File: config.mk
export PLATFORM = sky130hd
export DESIGN_NAME = arh_ctrl
export DESIGN_NICKNAME = d
export VERILOG_FILES = /design/src/rtl/core/arh_pkg.sv /design/src/rtl/core/arh_ctrl.sv
export SDC_FILE = /design/constraint.sdc
export NUM_CORES = 1
export LEC_CHECK = 0
export ABC_AREA = 1
export BUFFER_PORTS_ARGS = -buffer_cell sky130_fd_sc_hd__buf_2
export CAP_MARGIN = 10
export CORE_UTILIZATION = 40
export DETAILED_ROUTE_END_ITERATION = 7
export PLACE_DENSITY = 0.73
export SLEW_MARGIN = 10
export SYNTH_ARGS = -nofsm -noshare
export SYNTH_HDL_FRONTEND = slang
export SYNTH_SLANG_ARGS = --single-unit
export TNS_END_PERCENT = 20
File: constraint.sdc
create_clock -name clk -period 1.2 [get_ports clk]
set_input_delay 0.24 -clock clk [delete_from_list [all_inputs] [get_ports clk]]
set_output_delay 0.24 -clock clk [all_outputs]
set_load 0.05 [all_outputs]
File: src/rtl/core/arh_pkg.sv
// Shared constants, types and helper functions of the auto-ranging histogram.
package arh_pkg;

  localparam int MAX_BANDS  = 128;
  localparam int FRAC_BITS  = 16;
  localparam int EDGE_SLOTS = MAX_BANDS + 1;
  localparam int SLOT_W     = $clog2(EDGE_SLOTS);
  localparam int CNT_W      = $clog2(MAX_BANDS + 1);
  localparam int POS_W      = 7;

  // Configuration register indexes.
  localparam logic [1:0] REG_MODE   = 2'd0;
  localparam logic [1:0] REG_BWIDTH = 2'd1;
  localparam logic [1:0] REG_GROWTH = 2'd2;
  localparam logic [1:0] REG_TOL    = 2'd3;

  localparam logic MODE_LOG = 1'b1;
  localparam logic OP_READ  = 1'b1;

  // Commands from the controller to the datapath.
  typedef struct packed {
    logic init;
    logic load;
    logic mul;
    logic mul_up;
    logic down_wr;
    logic up_wr;
    logic scan_prime;
    logic scan;
    logic result;
  } arh_cmd_t;

  // Status from the datapath to the controller.
  typedef struct packed {
    logic restart;
    logic init_last;
    logic is_read;
    logic down_go;
    logic down_ok;
    logic up_go;
    logic up_ok;
    logic bad_idx;
    logic match;
    logic scan_end;
    logic out_free;
  } arh_sts_t;

  // Step a ring slot forwards with wrap.
  function automatic logic [SLOT_W-1:0] slot_inc(input logic [SLOT_W-1:0] s);
    logic [SLOT_W-1:0] r;
    if (s == SLOT_W'(EDGE_SLOTS - 1)) r = '0;
    else r = s + SLOT_W'(1);
    return r;
  endfunction

  // Step a ring slot backwards with wrap.
  function automatic logic [SLOT_W-1:0] slot_dec(input logic [SLOT_W-1:0] s);
    logic [SLOT_W-1:0] r;
    if (s == '0) r = SLOT_W'(EDGE_SLOTS - 1);
    else r = s - SLOT_W'(1);
    return r;
  endfunction

  // Ring slot of a position counted from the front slot.
  function automatic logic [SLOT_W-1:0] slot_add(input logic [SLOT_W-1:0] f,
                                                 input logic [CNT_W-1:0]  p);
    logic [SLOT_W:0] s;
    s = {1'b0, f} + (SLOT_W + 1)'(p);
    if (s >= (SLOT_W + 1)'(EDGE_SLOTS)) s = s - (SLOT_W + 1)'(EDGE_SLOTS);
    return s[SLOT_W-1:0];
  endfunction

  // Saturate a 34-bit signed value to the signed 32-bit range.
  function automatic logic signed [31:0] sat32(input logic signed [33:0] v);
    logic signed [31:0] r;
    if (v > 34'sh0_7FFF_FFFF) r = 32'sh7FFF_FFFF;
    else if (v < -34'sh0_8000_0000) r = 32'sh8000_0000;
    else r = v[31:0];
    return r;
  endfunction

endpackage

File: src/rtl/core/arh_ctrl.sv
// Controller state machine that sequences layout build, expansion, band scan and result.
module arh_ctrl (
  input  logic              clk,
  input  logic              rst_n,
  input  logic              in_tvalid,
  output logic              in_tready,
  input  arh_pkg::arh_sts_t sts,
  output arh_pkg::arh_cmd_t cmd
);
  import arh_pkg::*;

  typedef enum logic [10:0] {
    S_INIT   = 11'b000_0000_0001,
    S_IDLE   = 11'b000_0000_0010,
    S_DCHK   = 11'b000_0000_0100,
    S_DMUL   = 11'b000_0000_1000,
    S_DWR    = 11'b000_0001_0000,
    S_UCHK   = 11'b000_0010_0000,
    S_UMUL   = 11'b000_0100_0000,
    S_UWR    = 11'b000_1000_0000,
    S_SPRIME = 11'b001_0000_0000,
    S_SCAN   = 11'b010_0000_0000,
    S_DONE   = 11'b100_0000_0000
  } state_t;

  state_t state_r, state_nxt;

  // State register.
  always_ff @(posedge clk) begin
    if (!rst_n) state_r <= S_INIT;
    else state_r <= state_nxt;
  end

  assign in_tready = (state_r == S_IDLE);

  // Next state and commands.
  always_comb begin
    state_nxt = state_r;
    cmd       = '0;
    case (state_r)
      S_INIT: begin
        cmd.init = 1'b1;
        if (sts.init_last) state_nxt = S_IDLE;
      end
      S_IDLE: begin
        if (in_tvalid) begin
          cmd.load  = 1'b1;
          state_nxt = S_DCHK;
        end
      end
      S_DCHK: begin
        if (sts.is_read) state_nxt = S_SPRIME;
        else if (sts.down_go) state_nxt = S_DMUL;
        else state_nxt = S_UCHK;
      end
      S_DMUL: begin
        cmd.mul   = 1'b1;
        state_nxt = S_DWR;
      end
      S_DWR: begin
        if (sts.down_ok) begin
          cmd.down_wr = 1'b1;
          state_nxt   = S_DCHK;
        end else begin
          state_nxt = S_UCHK;
        end
      end
      S_UCHK: begin
        if (sts.up_go) state_nxt = S_UMUL;
        else state_nxt = S_SPRIME;
      end
      S_UMUL: begin
        cmd.mul    = 1'b1;
        cmd.mul_up = 1'b1;
        state_nxt  = S_UWR;
      end
      S_UWR: begin
        if (sts.up_ok) begin
          cmd.up_wr = 1'b1;
          state_nxt = S_UCHK;
        end else begin
          state_nxt = S_SPRIME;
        end
      end
      S_SPRIME: begin
        cmd.scan_prime = 1'b1;
        if (sts.bad_idx) state_nxt = S_DONE;
        else state_nxt = S_SCAN;
      end
      S_SCAN: begin
        cmd.scan = 1'b1;
        if (sts.match || sts.scan_end) state_nxt = S_DONE;
      end
      S_DONE: begin
        if (sts.out_free) begin
          cmd.result = 1'b1;
          state_nxt  = S_IDLE;
        end
      end
      default: state_nxt = S_INIT;
    endcase
    // A layout register write rebuilds the histogram.
    if (sts.restart) state_nxt = S_INIT;
  end

endmodule

==> qor.yml <==
clock_tree:
  cts-root-buf: "clkbuf_4"
  clk_path_buf_depth: 2
  cts_tree: "built"
  numCtsBuffers: 3
  clock-sinks: 11
  htreeDepth: 1
  clkTransAtPathRegs_ps: 70
  ctsHoldBuffers: 0
  insertion_delay_ps: 270
drt:
  firstDrtPassIters: 4
  wirelength_mm: 2.45
  dr_wl_met3_um: 55
  vias_per_cell: 4.76
  drtIter0Drc: 21
  drc: 0
  top_layer: "met4"
  vias: 1000
  ant_nets: 0
  route.met2.wl_mm: 1.32
  wl_met1_mm: 1.05
  wl_per_cell_um: 11.7
worst_setup_path:
  cp.required_ps: 960
  crit_fanout: 5
  crit_type: "reg -> out"
  r2r_slack_ps: -310
  critPathLaunchType: "register"
  crit_path_end_kind: "output port"
  reg2reg_from: "state_r[9]$_SDFFE_PP0P_"
  worst-r2r-cell-count: 10
  r2r_end: "state_r[4]$_SDFFE_PP0P_"
  cp.arrival_ps: 1380
place:
  dp_hpwl_mm: 1.72
  place_congestion: 0.786
  portBuffers: 23
  dp.cells: 200
  placed_area_um2: 1200
floorplan:
  die_area_um2: 2140
  num_rows: 15
  io_pins: 24
  start_util_pct: 43.9
  fp.dieW_um: 46.2
  core_area_um2: 1780
  dieHeight_um: 46.2
sta:
  setup_tns_ps: -6750
  slew_viol_final: 0
  tightest_slew_ps: 239
  fmax_ghz: 0.616
  period_needed_ps: 1620
  hold_viol: 0
  max_slew_margin_pct: 84.0
  fin_hold_ws_ps: 229
  rsz0062_at_grt: "yes"
  fin_ws_ps: -424
  fin_worst_skew_ps: 10.1
  setup_viol: 21
  period_share_pct: 135
yosys:
  async_flop_share_pct: 0
  ys_seq_area_share_pct: 28.2
  synth_edf_count: 0
  syn_avg_cell_area_um2: 6.11
  synth_commonest_cells: "inv_1 (31), nand2_1 (26), nor2_1 (19), dfxtp_1 (11), nand3_1 (8)"
  ys_types: 18
  syn_area_um2: 782
  ys_seq_elements: 11
  synth_most_common_cell: "inv_1"
  synth_top_cell_area_share_pct: 28.2
  synthFlopType: "dfxtp_1"
  synth_nets: 142
  syn_inst: 128
  yosysWarnings: 0
  synth_area_leaders: "dfxtp_1 (28%), inv_1 (15%), nand2_1 (12%)"
  synth_top_area_cell: "dfxtp_1"
cells_and_area:
  diodes: 0
  drive_gt1_share_pct: 58.9
  top_register: "state_r"
  num-fill-cells: 114
  largest_reg_flops: 11
  fin_area_um2: 1440
  reg_top3: "state_r: 11 flops"
  layout-area-overhead-vs-synth_pct: 84.3
  nNetsFinal: 200
  fin_cells: 210
global_routing:
  overflow: 0
  grtUsageTotal_pct: 26.3
  antenna_found_initial: 0
  grt_pass1_wl_mm: 3.97
  first_global_vias: 975
  grt_start_max_net_pins: 11
flow_run:
  cap_violations: 0
power:
  cellLeakagePower_nw: 0.732
  power_per_cell_area_nw_per_um2: 616
  vdd_drop_max_mv: 0.535
run_status:
  violations: "negative setup slack"
  status: "finished, violations left"
worst_hold_path:
  whs_path_depth: 4
  hold_start: "sts[3]"
  whs_endpoint: "state_r[9]$_SDFFE_PP0P_"
  hp-class: "in -> reg"
critical path, cell delays in order (launching register included):
cell	delay (ps)
dfxtp_2	330
nor2_2	140
nand2_4	90
nor2_4	190
nand2_2	120
clkinvlp_4	100
buf_6	150
layout by cell type, fill, tap and decap left out:
cell,count
a21oi_1,1
buf_2,13
buf_4,30
buf_6,5
buf_8,5
clkbuf_1,1
clkbuf_4,3
clkinvlp_4,6
dfxtp_1,2
dfxtp_2,9
inv_1,24
inv_2,1
nand2_1,18
nand2_2,9
nand2_4,5
nand3_1,7
nand3_2,3
nand3b_1,1
nand4_1,2
nor2_1,12
nor2_2,3
nor2_4,11
nor3_1,2
nor3_2,1
nor3_4,3
nor3b_2,2
o211ai_1,3
o21ai_0,2
o21bai_1,1
metal layers:
layer	vias up	global-route usage [%]
met5	-	0
met4	0	10.6
met3	7	4.71
met2	19	48.2
met1	470	29.5
li1	504	-
power by group:
group	leakage, nW	switching [mW]	internal, mW
Sequential	0.0926	0.00710	0.373
Combinational	0.624	0.142	0.107
Clock	0.0150	0.131	0.129
metrics by stage:
step	util [%]	power, mW	setup slack [ps]
after floorplan	-	0.523	-140
after global placement	67.1	0.595	-244
after detailed placement	67.1	0.603	-273
after CTS	78.7	0.889	-422
after global routing	80.8	0.930	-511
final	80.8	0.888	-424
logic make-up (layout without fill, tap and decap cells):
family,Yosys count,count (layout),share of synthesized area (%)
AND/OR/NAND/NOR,79,79,51.2
buffers and inverters,31,88,14.9
flip-flops,11,11,28.2
AO/OA/AOI/OAI,7,7,5.76
cell type report:
cell class / count / area [µm²] / area share, %
Clock buffer: 4 / 26.3 / 1.82
Multi-Input combinational cell: 86 / 592 / 41.1
Tap cell: 25 / 31.3 / 2.17
Timing Repair Buffer: 53 / 422 / 29.3
Sequential cell: 11 / 231 / 16.1
Inverter: 31 / 139 / 9.64
worst max path at each step:
stage | startpoint | to | slack (ps) | depth (start not counted)
after floorplan | state_r[1]$_SDFFE_PP0P_ | state_r[2]$_SDFFE_PP0P_ | -140 | 7
after global placement | state_r[1]$_SDFFE_PP0P_ | cmd[6] | -240 | 6
after detailed placement | state_r[0]$_SDFFE_PP1P_ | cmd[5] | -270 | 6
after CTS | state_r[7]$_SDFFE_PP0P_ | cmd[7] | -420 | 6
after global routing | state_r[9]$_SDFFE_PP0P_ | cmd[7] | -510 | 6
final | state_r[9]$_SDFFE_PP0P_ | cmd[5] | -420 | 6
repair_timing:
item | 4_1_cts | 5_1_grt
resized for setup | 43 | 10
buffers inserted | 6 | 0
pin swaps | 13 | 6
endpoints found under the setup margin | 20 | 21
Power figures use the tool's default switching activity.
